==> config.mk <==
export PLATFORM = sky130hd
export DESIGN_NAME = positioned_alpha_over_compositor_flat
export DESIGN_NICKNAME = d
export VERILOG_FILES = /design/src/hw/rtl/paoc_pkg.sv /design/src/hw/rtl/paoc_if.sv /design/src/hw/rtl/paoc_position.sv /design/src/hw/rtl/positioned_alpha_over_compositor.sv /design/src/flat_wrapper.sv
export SDC_FILE = /design/constraint.sdc
export NUM_CORES = 1
export LEC_CHECK = 0
export BUFFER_PORTS_ARGS = -buffer_cell sky130_fd_sc_hd__buf_4
export CAP_MARGIN = 20
export CORE_ASPECT_RATIO = 0.8
export CORE_MARGIN = 8
export CORE_UTILIZATION = 40
export CTS_CLUSTER_DIAMETER = 60
export DETAILED_ROUTE_END_ITERATION = 6
export PLACE_DENSITY = 0.58
export SYNTH_ARGS = -nofsm -noshare
export SYNTH_HDL_FRONTEND = slang
export SYNTH_SLANG_ARGS = --single-unit
export TNS_END_PERCENT = 100
==> constraint.sdc <==
create_clock -name clk -period 10.97 [get_ports clk]
set_clock_uncertainty 0.1 [all_clocks]
set_input_delay 0.5485 -clock clk [delete_from_list [all_inputs] [get_ports clk]]
set_output_delay 0.5485 -clock clk [all_outputs]
set_load 0.02 [all_outputs]
==> src/hw/rtl/paoc_pkg.sv <==
// Package for the positioned alpha-over compositor.
// Register indexes, field widths, shared structs and the divide-by-255 helper.
// No dependencies.
package paoc_pkg;

  // Field widths fixed by the register map and pixel format
  localparam int unsigned CHAN_W     = 8;
  localparam int unsigned POS_W      = 14;  // signed window position
  localparam int unsigned DIM_W      = 13;  // unsigned sizes
  localparam int unsigned CFG_DATA_W = 14;
  localparam int unsigned CFG_IDX_W  = 3;

  // Configuration register indexes
  localparam logic [CFG_IDX_W-1:0] REG_WINDOW_X      = 3'd0;
  localparam logic [CFG_IDX_W-1:0] REG_WINDOW_Y      = 3'd1;
  localparam logic [CFG_IDX_W-1:0] REG_WINDOW_WIDTH  = 3'd2;
  localparam logic [CFG_IDX_W-1:0] REG_WINDOW_HEIGHT = 3'd3;
  localparam logic [CFG_IDX_W-1:0] REG_FRAME_WIDTH   = 3'd4;
  localparam logic [CFG_IDX_W-1:0] REG_FRAME_HEIGHT  = 3'd5;

  localparam logic [CHAN_W-1:0] ALPHA_OPAQUE = 8'hFF;

  // Window and frame geometry as held in the config registers
  typedef struct packed {
    logic signed [POS_W-1:0] window_x;
    logic signed [POS_W-1:0] window_y;
    logic [DIM_W-1:0]        window_width;
    logic [DIM_W-1:0]        window_height;
    logic [DIM_W-1:0]        frame_width;
    logic [DIM_W-1:0]        frame_height;
  } geom_cfg_t;

  // Per-pixel position flags from the raster tracker
  typedef struct packed {
    logic in_window;
    logic frame_end;
  } pos_flags_t;

  // floor(x / 255) for any x up to 255*255 (any 8x8 product), by add and shift
  function automatic logic [CHAN_W-1:0] div255(input logic [15:0] x);
    logic [16:0] t;
    t = {1'b0, x} + 17'd1 + {9'd0, x[15:8]};
    return t[15:8];
  endfunction

endpackage

==> src/hw/rtl/paoc_if.sv <==
// Stream interfaces for the compositor: pixel input and composite output.
// Valid/ready handshake; depends on paoc_pkg for widths.
interface paoc_pixel_if;
  logic                        valid;
  logic                        ready;
  logic [paoc_pkg::CHAN_W-1:0] back_red;
  logic [paoc_pkg::CHAN_W-1:0] back_green;
  logic [paoc_pkg::CHAN_W-1:0] back_blue;
  logic [paoc_pkg::CHAN_W-1:0] fore_red;
  logic [paoc_pkg::CHAN_W-1:0] fore_green;
  logic [paoc_pkg::CHAN_W-1:0] fore_blue;
  logic [paoc_pkg::CHAN_W-1:0] fore_alpha;

  modport source (
    output valid, back_red, back_green, back_blue,
           fore_red, fore_green, fore_blue, fore_alpha,
    input  ready
  );
  modport sink (
    input  valid, back_red, back_green, back_blue,
           fore_red, fore_green, fore_blue, fore_alpha,
    output ready
  );
endinterface

interface paoc_composite_if;
  logic                        valid;
  logic                        ready;
  logic [paoc_pkg::CHAN_W-1:0] out_red;
  logic [paoc_pkg::CHAN_W-1:0] out_green;
  logic [paoc_pkg::CHAN_W-1:0] out_blue;
  logic [paoc_pkg::CHAN_W-1:0] out_alpha;
  logic                        inside_window;
  logic                        frame_end;

  modport source (
    output valid, out_red, out_green, out_blue, out_alpha, inside_window, frame_end,
    input  ready
  );
  modport sink (
    input  valid, out_red, out_green, out_blue, out_alpha, inside_window, frame_end,
    output ready
  );
endinterface

==> src/hw/rtl/paoc_position.sv <==
// Raster position tracker: column/row counters and window membership test.
// Depends on paoc_pkg (geom_cfg_t, pos_flags_t).
module paoc_position #(
  parameter int unsigned MAX_DIM = 4096
) (
  input  logic                clk,
  input  logic                rst,
  input  logic                step,
  input  paoc_pkg::geom_cfg_t cfg,
  output paoc_pkg::pos_flags_t flags
);

  localparam int unsigned CNT_W  = $clog2(MAX_DIM);
  localparam int unsigned MAXD_W = $clog2(MAX_DIM + 1);
  localparam int unsigned FD_W   = (MAXD_W > paoc_pkg::DIM_W) ? MAXD_W : paoc_pkg::DIM_W;
  localparam int unsigned CMP_W  =
    ((CNT_W > paoc_pkg::POS_W) ? CNT_W : paoc_pkg::POS_W) + 2;

  logic [CNT_W-1:0] column_count;
  logic [CNT_W-1:0] row_count;

  logic [FD_W-1:0] fw_raw, fh_raw, fw, fh;
  logic            last_col, last_row;

  logic signed [CMP_W-1:0] col_s, row_s, wx, wy, wx_end, wy_end;

  // Frame size: zero acts as one, above MAX_DIM saturates
  assign fw_raw = FD_W'(cfg.frame_width);
  assign fh_raw = FD_W'(cfg.frame_height);

  always_comb begin
    if (fw_raw == '0) begin
      fw = FD_W'(1);
    end else if (fw_raw > FD_W'(MAX_DIM)) begin
      fw = FD_W'(MAX_DIM);
    end else begin
      fw = fw_raw;
    end
    if (fh_raw == '0) begin
      fh = FD_W'(1);
    end else if (fh_raw > FD_W'(MAX_DIM)) begin
      fh = FD_W'(MAX_DIM);
    end else begin
      fh = fh_raw;
    end
  end

  // At or past the last column/row counts as last (frame may shrink mid-frame)
  assign last_col = ((FD_W+1)'(column_count) + (FD_W+1)'(1)) >= {1'b0, fw};
  assign last_row = ((FD_W+1)'(row_count) + (FD_W+1)'(1)) >= {1'b0, fh};

  // Window test in a signed width that holds every operand
  assign col_s  = $signed(CMP_W'(column_count));
  assign row_s  = $signed(CMP_W'(row_count));
  assign wx     = {{(CMP_W-paoc_pkg::POS_W){cfg.window_x[paoc_pkg::POS_W-1]}}, cfg.window_x};
  assign wy     = {{(CMP_W-paoc_pkg::POS_W){cfg.window_y[paoc_pkg::POS_W-1]}}, cfg.window_y};
  assign wx_end = wx + $signed(CMP_W'(cfg.window_width));
  assign wy_end = wy + $signed(CMP_W'(cfg.window_height));

  assign flags.in_window = (col_s >= wx) && (col_s < wx_end) &&
                           (row_s >= wy) && (row_s < wy_end);
  assign flags.frame_end = last_col && last_row;

  // Raster counters advance once per accepted pixel
  always_ff @(posedge clk) begin
    if (rst) begin
      column_count <= '0;
      row_count    <= '0;
    end else if (step) begin
      if (last_col) begin
        column_count <= '0;
        row_count    <= last_row ? '0 : row_count + CNT_W'(1);
      end else begin
        column_count <= column_count + CNT_W'(1);
      end
    end
  end

endmodule

==> src/hw/rtl/positioned_alpha_over_compositor.sv <==
// Positioned alpha-over compositor, top level.
// Depends on paoc_pkg, paoc_if (paoc_pixel_if, paoc_composite_if), paoc_position.
//
//  Channel    Dir  Handshake      Carries
//  pixel      in   valid/ready    back RGB + unpremultiplied fore RGBA
//  composite  out  valid/ready    composited RGB, alpha 255, inside/frame_end flags
//  write_*    in   write_enable   geometry register writes, index 0..5
//
// One pixel per clock sustained while the output is not stalled; each result passes stage 1, then stage 2.
// Stage 1 registers the 8x8 products, stage 2 the divide-by-255 sums.
// Synchronous reset empties both stages and zeroes the raster counters.
// A stalled output holds; stage 1 keeps accepting until it is full too.
module positioned_alpha_over_compositor #(
  parameter int unsigned MAX_DIM = 4096
) (
  input  logic                                clk,
  input  logic                                rst,
  paoc_pixel_if.sink                          pixel,
  paoc_composite_if.source                    composite,
  input  logic                                write_enable,
  input  logic [paoc_pkg::CFG_IDX_W-1:0]      write_index,
  input  logic [paoc_pkg::CFG_DATA_W-1:0]     write_data
);

  localparam int unsigned NCH = 3;

  paoc_pkg::geom_cfg_t  cfg;
  paoc_pkg::pos_flags_t flags;

  logic accept, adv_out, adv_mul;

  // Stage 1: products
  logic                  mul_valid;
  logic [NCH-1:0][15:0]  prod_fore, prod_fore_next;
  logic [NCH-1:0][15:0]  prod_back, prod_back_next;
  logic                  mul_inside, mul_frame_end;

  logic [NCH-1:0][paoc_pkg::CHAN_W-1:0] fore, back, blend_next;
  logic [paoc_pkg::CHAN_W-1:0]          alpha_eff, alpha_inv;

  // Stage 2: result register
  logic                                 res_valid;
  logic [NCH-1:0][paoc_pkg::CHAN_W-1:0] res_color;
  logic                                 res_inside, res_frame_end;

  // Geometry registers
  always_ff @(posedge clk) begin
    if (rst) begin
      cfg.window_x      <= '0;
      cfg.window_y      <= '0;
      cfg.window_width  <= paoc_pkg::DIM_W'(1);
      cfg.window_height <= paoc_pkg::DIM_W'(1);
      cfg.frame_width   <= paoc_pkg::DIM_W'(1);
      cfg.frame_height  <= paoc_pkg::DIM_W'(1);
    end else if (write_enable) begin
      unique case (write_index)
        paoc_pkg::REG_WINDOW_X:      cfg.window_x      <= $signed(write_data);
        paoc_pkg::REG_WINDOW_Y:      cfg.window_y      <= $signed(write_data);
        paoc_pkg::REG_WINDOW_WIDTH:  cfg.window_width  <= write_data[paoc_pkg::DIM_W-1:0];
        paoc_pkg::REG_WINDOW_HEIGHT: cfg.window_height <= write_data[paoc_pkg::DIM_W-1:0];
        paoc_pkg::REG_FRAME_WIDTH:   cfg.frame_width   <= write_data[paoc_pkg::DIM_W-1:0];
        paoc_pkg::REG_FRAME_HEIGHT:  cfg.frame_height  <= write_data[paoc_pkg::DIM_W-1:0];
        default: ;
      endcase
    end
  end

  // Pipeline flow control
  assign adv_out     = !res_valid || composite.ready;
  assign adv_mul     = !mul_valid || adv_out;
  assign pixel.ready = adv_mul;
  assign accept      = pixel.valid && adv_mul;

  paoc_position #(
    .MAX_DIM (MAX_DIM)
  ) u_position (
    .clk   (clk),
    .rst   (rst),
    .step  (accept),
    .cfg   (cfg),
    .flags (flags)
  );

  // Outside the window the foreground is transparent black
  assign fore[0] = pixel.fore_red;
  assign fore[1] = pixel.fore_green;
  assign fore[2] = pixel.fore_blue;
  assign back[0] = pixel.back_red;
  assign back[1] = pixel.back_green;
  assign back[2] = pixel.back_blue;

  assign alpha_eff = flags.in_window ? pixel.fore_alpha : '0;
  assign alpha_inv = paoc_pkg::ALPHA_OPAQUE - alpha_eff;

  always_comb begin
    for (int i = 0; i < NCH; i++) begin
      prod_fore_next[i] = flags.in_window ? (16'(fore[i]) * 16'(alpha_eff)) : '0;
      prod_back_next[i] = 16'(back[i]) * 16'(alpha_inv);
    end
  end

  always_ff @(posedge clk) begin
    if (rst) begin
      mul_valid <= 1'b0;
    end else if (adv_mul) begin
      mul_valid <= pixel.valid;
    end
  end

  always_ff @(posedge clk) begin
    if (accept) begin
      prod_fore     <= prod_fore_next;
      prod_back     <= prod_back_next;
      mul_inside    <= flags.in_window;
      mul_frame_end <= flags.frame_end;
    end
  end

  // Stage 2: floor each product by 255 and add; sum never exceeds 255
  always_comb begin
    for (int i = 0; i < NCH; i++) begin
      blend_next[i] = paoc_pkg::div255(prod_fore[i]) + paoc_pkg::div255(prod_back[i]);
    end
  end

  always_ff @(posedge clk) begin
    if (rst) begin
      res_valid <= 1'b0;
    end else if (adv_out) begin
      res_valid <= mul_valid;
    end
  end

  always_ff @(posedge clk) begin
    if (adv_out && mul_valid) begin
      res_color     <= blend_next;
      res_inside    <= mul_inside;
      res_frame_end <= mul_frame_end;
    end
  end

  assign composite.valid         = res_valid;
  assign composite.out_red       = res_color[0];
  assign composite.out_green     = res_color[1];
  assign composite.out_blue      = res_color[2];
  assign composite.out_alpha     = paoc_pkg::ALPHA_OPAQUE;
  assign composite.inside_window = res_inside;
  assign composite.frame_end     = res_frame_end;

endmodule

==> src/flat_wrapper.sv <==
// flat-port wrapper written by rule: the top's interface ports become plain ports
module positioned_alpha_over_compositor_flat 
#(
  parameter int unsigned MAX_DIM = 4096
)
  (clk, rst, write_enable, write_index, write_data, pixel_valid, pixel_back_red, pixel_back_green, pixel_back_blue, pixel_fore_red, pixel_fore_green, pixel_fore_blue, pixel_fore_alpha, pixel_ready, composite_valid, composite_out_red, composite_out_green, composite_out_blue, composite_out_alpha, composite_inside_window, composite_frame_end, composite_ready);
  paoc_pixel_if pixel_i ();
  paoc_composite_if composite_i ();
  input  logic clk;
  input  logic rst;
  input  logic write_enable;
  input  logic [paoc_pkg::CFG_IDX_W-1:0] write_index;
  input  logic [paoc_pkg::CFG_DATA_W-1:0] write_data;
  input wire logic [$bits(pixel_i.valid)-1:0] pixel_valid;
  input wire logic [$bits(pixel_i.back_red)-1:0] pixel_back_red;
  input wire logic [$bits(pixel_i.back_green)-1:0] pixel_back_green;
  input wire logic [$bits(pixel_i.back_blue)-1:0] pixel_back_blue;
  input wire logic [$bits(pixel_i.fore_red)-1:0] pixel_fore_red;
  input wire logic [$bits(pixel_i.fore_green)-1:0] pixel_fore_green;
  input wire logic [$bits(pixel_i.fore_blue)-1:0] pixel_fore_blue;
  input wire logic [$bits(pixel_i.fore_alpha)-1:0] pixel_fore_alpha;
  output wire logic [$bits(pixel_i.ready)-1:0] pixel_ready;
  output wire logic [$bits(composite_i.valid)-1:0] composite_valid;
  output wire logic [$bits(composite_i.out_red)-1:0] composite_out_red;
  output wire logic [$bits(composite_i.out_green)-1:0] composite_out_green;
  output wire logic [$bits(composite_i.out_blue)-1:0] composite_out_blue;
  output wire logic [$bits(composite_i.out_alpha)-1:0] composite_out_alpha;
  output wire logic [$bits(composite_i.inside_window)-1:0] composite_inside_window;
  output wire logic [$bits(composite_i.frame_end)-1:0] composite_frame_end;
  input wire logic [$bits(composite_i.ready)-1:0] composite_ready;
  assign pixel_i.valid = pixel_valid;
  assign pixel_i.back_red = pixel_back_red;
  assign pixel_i.back_green = pixel_back_green;
  assign pixel_i.back_blue = pixel_back_blue;
  assign pixel_i.fore_red = pixel_fore_red;
  assign pixel_i.fore_green = pixel_fore_green;
  assign pixel_i.fore_blue = pixel_fore_blue;
  assign pixel_i.fore_alpha = pixel_fore_alpha;
  assign pixel_ready = pixel_i.ready;
  assign composite_valid = composite_i.valid;
  assign composite_out_red = composite_i.out_red;
  assign composite_out_green = composite_i.out_green;
  assign composite_out_blue = composite_i.out_blue;
  assign composite_out_alpha = composite_i.out_alpha;
  assign composite_inside_window = composite_i.inside_window;
  assign composite_frame_end = composite_i.frame_end;
  assign composite_i.ready = composite_ready;
  positioned_alpha_over_compositor #(.MAX_DIM(MAX_DIM)) u_core (.clk(clk), .rst(rst), .pixel(pixel_i), .composite(composite_i), .write_enable(write_enable), .write_index(write_index), .write_data(write_data));
endmodule
==> impl_metrics.py <==
metrics = {
    "run_status": {
        "status": "complete, no violations",
    },
    "worst_setup_path": {
        "worst-setup-path-type": "flop to flop",
        "start_kind": "flop",
        "cp.arrival_ns": 9.68,
        "worstPathRequired_ns": 11.21,
        "critPathCaptureType": "flop",
        "worst_path_largest_cell_delay_ns": 0.74,
        "critical_path.max_fanout": 87,
        "crit_slowest_cell": "nor3_4",
        "r2r_start": "u_core.cfg[52]$_SDFFE_PP0P_",
        "startpoint": "u_core.cfg[52]$_SDFFE_PP0P_",
        "reg2reg_slack_ns": 1.53,
    },
    "place": {
        "io_buffers": 105,
        "place.gp.congestion": 0.816,
        "dpl.hpwl_um": 50700,
        "dp.cells": 3808,
    },
    "yosys": {
        "syn_area_mm2": 0.0269,
        "yosysSeqAreaShare_pct": 21.7,
        "yosys.cell_types.count": 72,
        "syn_area_per_cell_um2": 9.14,
        "postSynthCellCount": 2944,
        "async_flop_share_pct": 0,
        "yosysWarnings": 0,
        "synth_ff_type": "edfxtp_1",
        "synth_edf_count": 124,
        "synth-seq-cells": 230,
    },
    "job": {
        "maxCapViolations": 0,
    },
    "clock_network": {
        "cts_buffer_depth": 3,
        "numClockSinks": 230,
        "postCtsSetupRepairBufs": 0,
        "cts-buffers-inserted": 30,
        "cts_tree": "built",
        "cts_root_buf": "clkbuf_16",
        "holdBufCountCts": 0,
        "clk_latency_ns": 0.60,
        "post_cts_resized": 0,
        "cts.clk_slew.worst_paths_ns": 0.06,
        "htreeDepth": 1,
    },
    "sta": {
        "fin_crit_ns": 9.44,
        "fin_crit_sh_pct": 86.1,
        "tightest_slew_ns": 1.07,
        "finalHoldViolCount": 0,
        "timing.fmax_ghz": 0.106,
        "slew_viol_final": 0,
        "tns_ns": 0,
        "setup_viol_count_final": 0,
        "slew_headroom_pct": 28.2,
        "rsz0062_at_grt": "false",
    },
    "finish": {
        "regArea_mm2": 0.00585,
        "nFillCells": 6409,
        "final_cells": 3867,
        "final_nets": 3649,
        "drive_gt1_share_pct": 7.38,
        "area_growth_pct": 9.17,
        "multi_input_area_mm2": 0.0191,
    },
    "floorplanning": {
        "die-area_mm2": 0.0759,
        "core_mm2": 0.0669,
        "die_y_um": 248,
        "initial_utilization_pct": 40.2,
        "boundaryPins": 114,
        "rows": 85,
        "die_w_um": 306,
    },
    "grt": {
        "grt_pass1_vias": 20900,
        "grt_max_degree": 161,
        "antenna_found_initial": 2,
        "grt_use_total_pct": 17.5,
        "grt_first_pass_wirelength_um": 110000,
        "globalRouteOverflowTotal": 0,
    },
    "hold_path": {
        "min_from": "pixel_valid",
        "hold_path_class": "input pin to flop",
    },
    "drt": {
        "drc": 0,
        "vias": 21000,
        "dr.pass1.iters": 5,
        "drt_iter0_drc": 1305,
        "wirelength_um": 67600,
        "viasPerCell": 5.42,
        "drtAntennaViolNets": 0,
        "wl_per_cell_um": 17.5,
    },
    "power": {
        "vdd_ir_drop_max_v": 0.000229,
        "leakage_nw": 13.9,
        "p_per_area_mw_per_mm2": 278,
    },
}
area by class of cell:
class                      instances  area share [%]
multi-input combinational       2222            65.0
clock inverter                    20           0.720
antenna                            2          0.0170
timing repair buffer             117            3.16
inverter                         370            4.74
clock buffer                      36            2.77
tap                              870            3.71
sequential                       230            19.9
registers in the layout, summed over array words and instances (netlist names):
register	count
u_core.cfg	80
u_core.composite.frame_end	1
u_core.composite.inside_window	1
u_core.composite.out_blue	8
u_core.composite.out_green	8
u_core.composite.out_red	8
u_core.composite.valid	1
u_core.mul_frame_end	1
u_core.mul_inside	1
u_core.mul_valid	1
u_core.prod_back	48
u_core.prod_fore	48
u_core.u_position.column_count	12
u_core.u_position.row_count	12
where the power goes:
| part | total (mW) | internal (mW) | switching (mW) |
|---|---|---|---|
| Sequential | 1.59 | 1.43 | 0.168 |
| Combinational | 5.55 | 2.46 | 3.10 |
| Clock | 1.01 | 0.584 | 0.421 |
layout by cell type (no fill, tap or decap), types with 34 or more instances in the layout:
cell / instances
nor2_1: 88
buf_4: 113
inv_1: 369
a21boi_0: 116
nand2_1: 279
nor2b_1: 40
o21a_1: 34
fa_1: 221
a21boi_1: 46
ha_1: 379
a21oi_1: 179
nor3_1: 50
o21ai_0: 63
and3_1: 178
xor2_1: 54
edfxtp_1: 124
nand3_1: 85
xnor2_1: 114
and2_1: 39
dfxtp_1: 106
worst max-delay path, delay by kind of cell (launching register included):
family	cells	cell delay [ns]
xor gates and xnor gates	2	0.30
buffers and inverters	5	0.82
and+or+nand+nor	6	1.43
DFF	1	0.33
AOI/OAI and AO/OA	13	3.23
adders and majority gates	8	2.92
stage by stage:
stage	setup WS (ns)	area [um2]	power [mW]	hold slack, ns	utilization [%]
global route	0.973	29400	9.04	0.0823	43.9
detailed placement	1.61	28300	7.17	0.305	42.3
finish	1.53	29400	8.15	0.0713	43.9
floorplan	2.76	26900	5.89	0.300	-
global placement	1.87	28300	7.07	0.306	42.3
CTS	1.54	29300	8.26	0.0290	43.9
synthesized netlist by cell type, types with 6 or more instances:
cell type  instances  area, um2
ha_1             379       4740
inv_1            370       1390
nand2_1          279       1050
fa_1             221       4420
a21oi_1          179        896
and3_1           178       1110
edfxtp_1         124       3720
a21boi_0         116        871
xnor2_1          114        998
dfxtp_1          106       2120
nor2_1            88        330
nand3_1           85        425
clkbuf_1          75        282
o21ai_0           63        315
xor2_1            54        473
nor3_1            50        250
a21boi_1          46        345
nor2b_1           41        257
and2_1            39        244
o21a_1            34        255
a21bo_2           33        330
a21o_1            31        233
buf_2             18       90.1
clkbuf_2          16       80.1
nand2b_1          16        100
nor4_1            15       93.8
buf_4             11       82.6
o21bai_1          11       82.6
a211oi_1           9       67.6
nand4_1            9       56.3
a41oi_1            8       70.1
buf_6              8       90.1
o211ai_1           8       60.1
o41ai_1            8       70.1
or3_1              8       50.1
a31oi_1            6       37.5
nand3b_1           6       45.0
o2111ai_1          6       52.6
metal layers:
layer,vias to the layer above,part of all wire (%),global-route usage (%)
li1,10100,-,-
met1,10300,49,25.2
met2,405,45,28.2
met3,75,4.7,1.72
met4,0,1.9,4.18
met5,-,0,0
path summary, 6_finish.rpt:
kind                                              end  cells past startpoint
max                u_core.prod_fore[31]$_SDFFCE_PP0P_                     34
max reg2reg        u_core.prod_fore[31]$_SDFFCE_PP0P_                     34
min                     u_core.mul_valid$_SDFFE_PP0N_                      3
min reg2reg  u_core.composite.inside_window$_DFFE_PP_                      0
logic make-up after synthesis:
logic type	count (synthesis)	share of synthesized area, %
adder cells (fa/ha/maj)	600	34.1
AND/OR/NAND/NOR	837	15.6
buffers and inverters	499	7.50
other	1	0.0139
XOR/XNOR	168	5.47
AO/OA/AOI/OAI	609	15.6
flip-flops	230	21.7
Note: power is estimated with default switching activity, not from simulation.
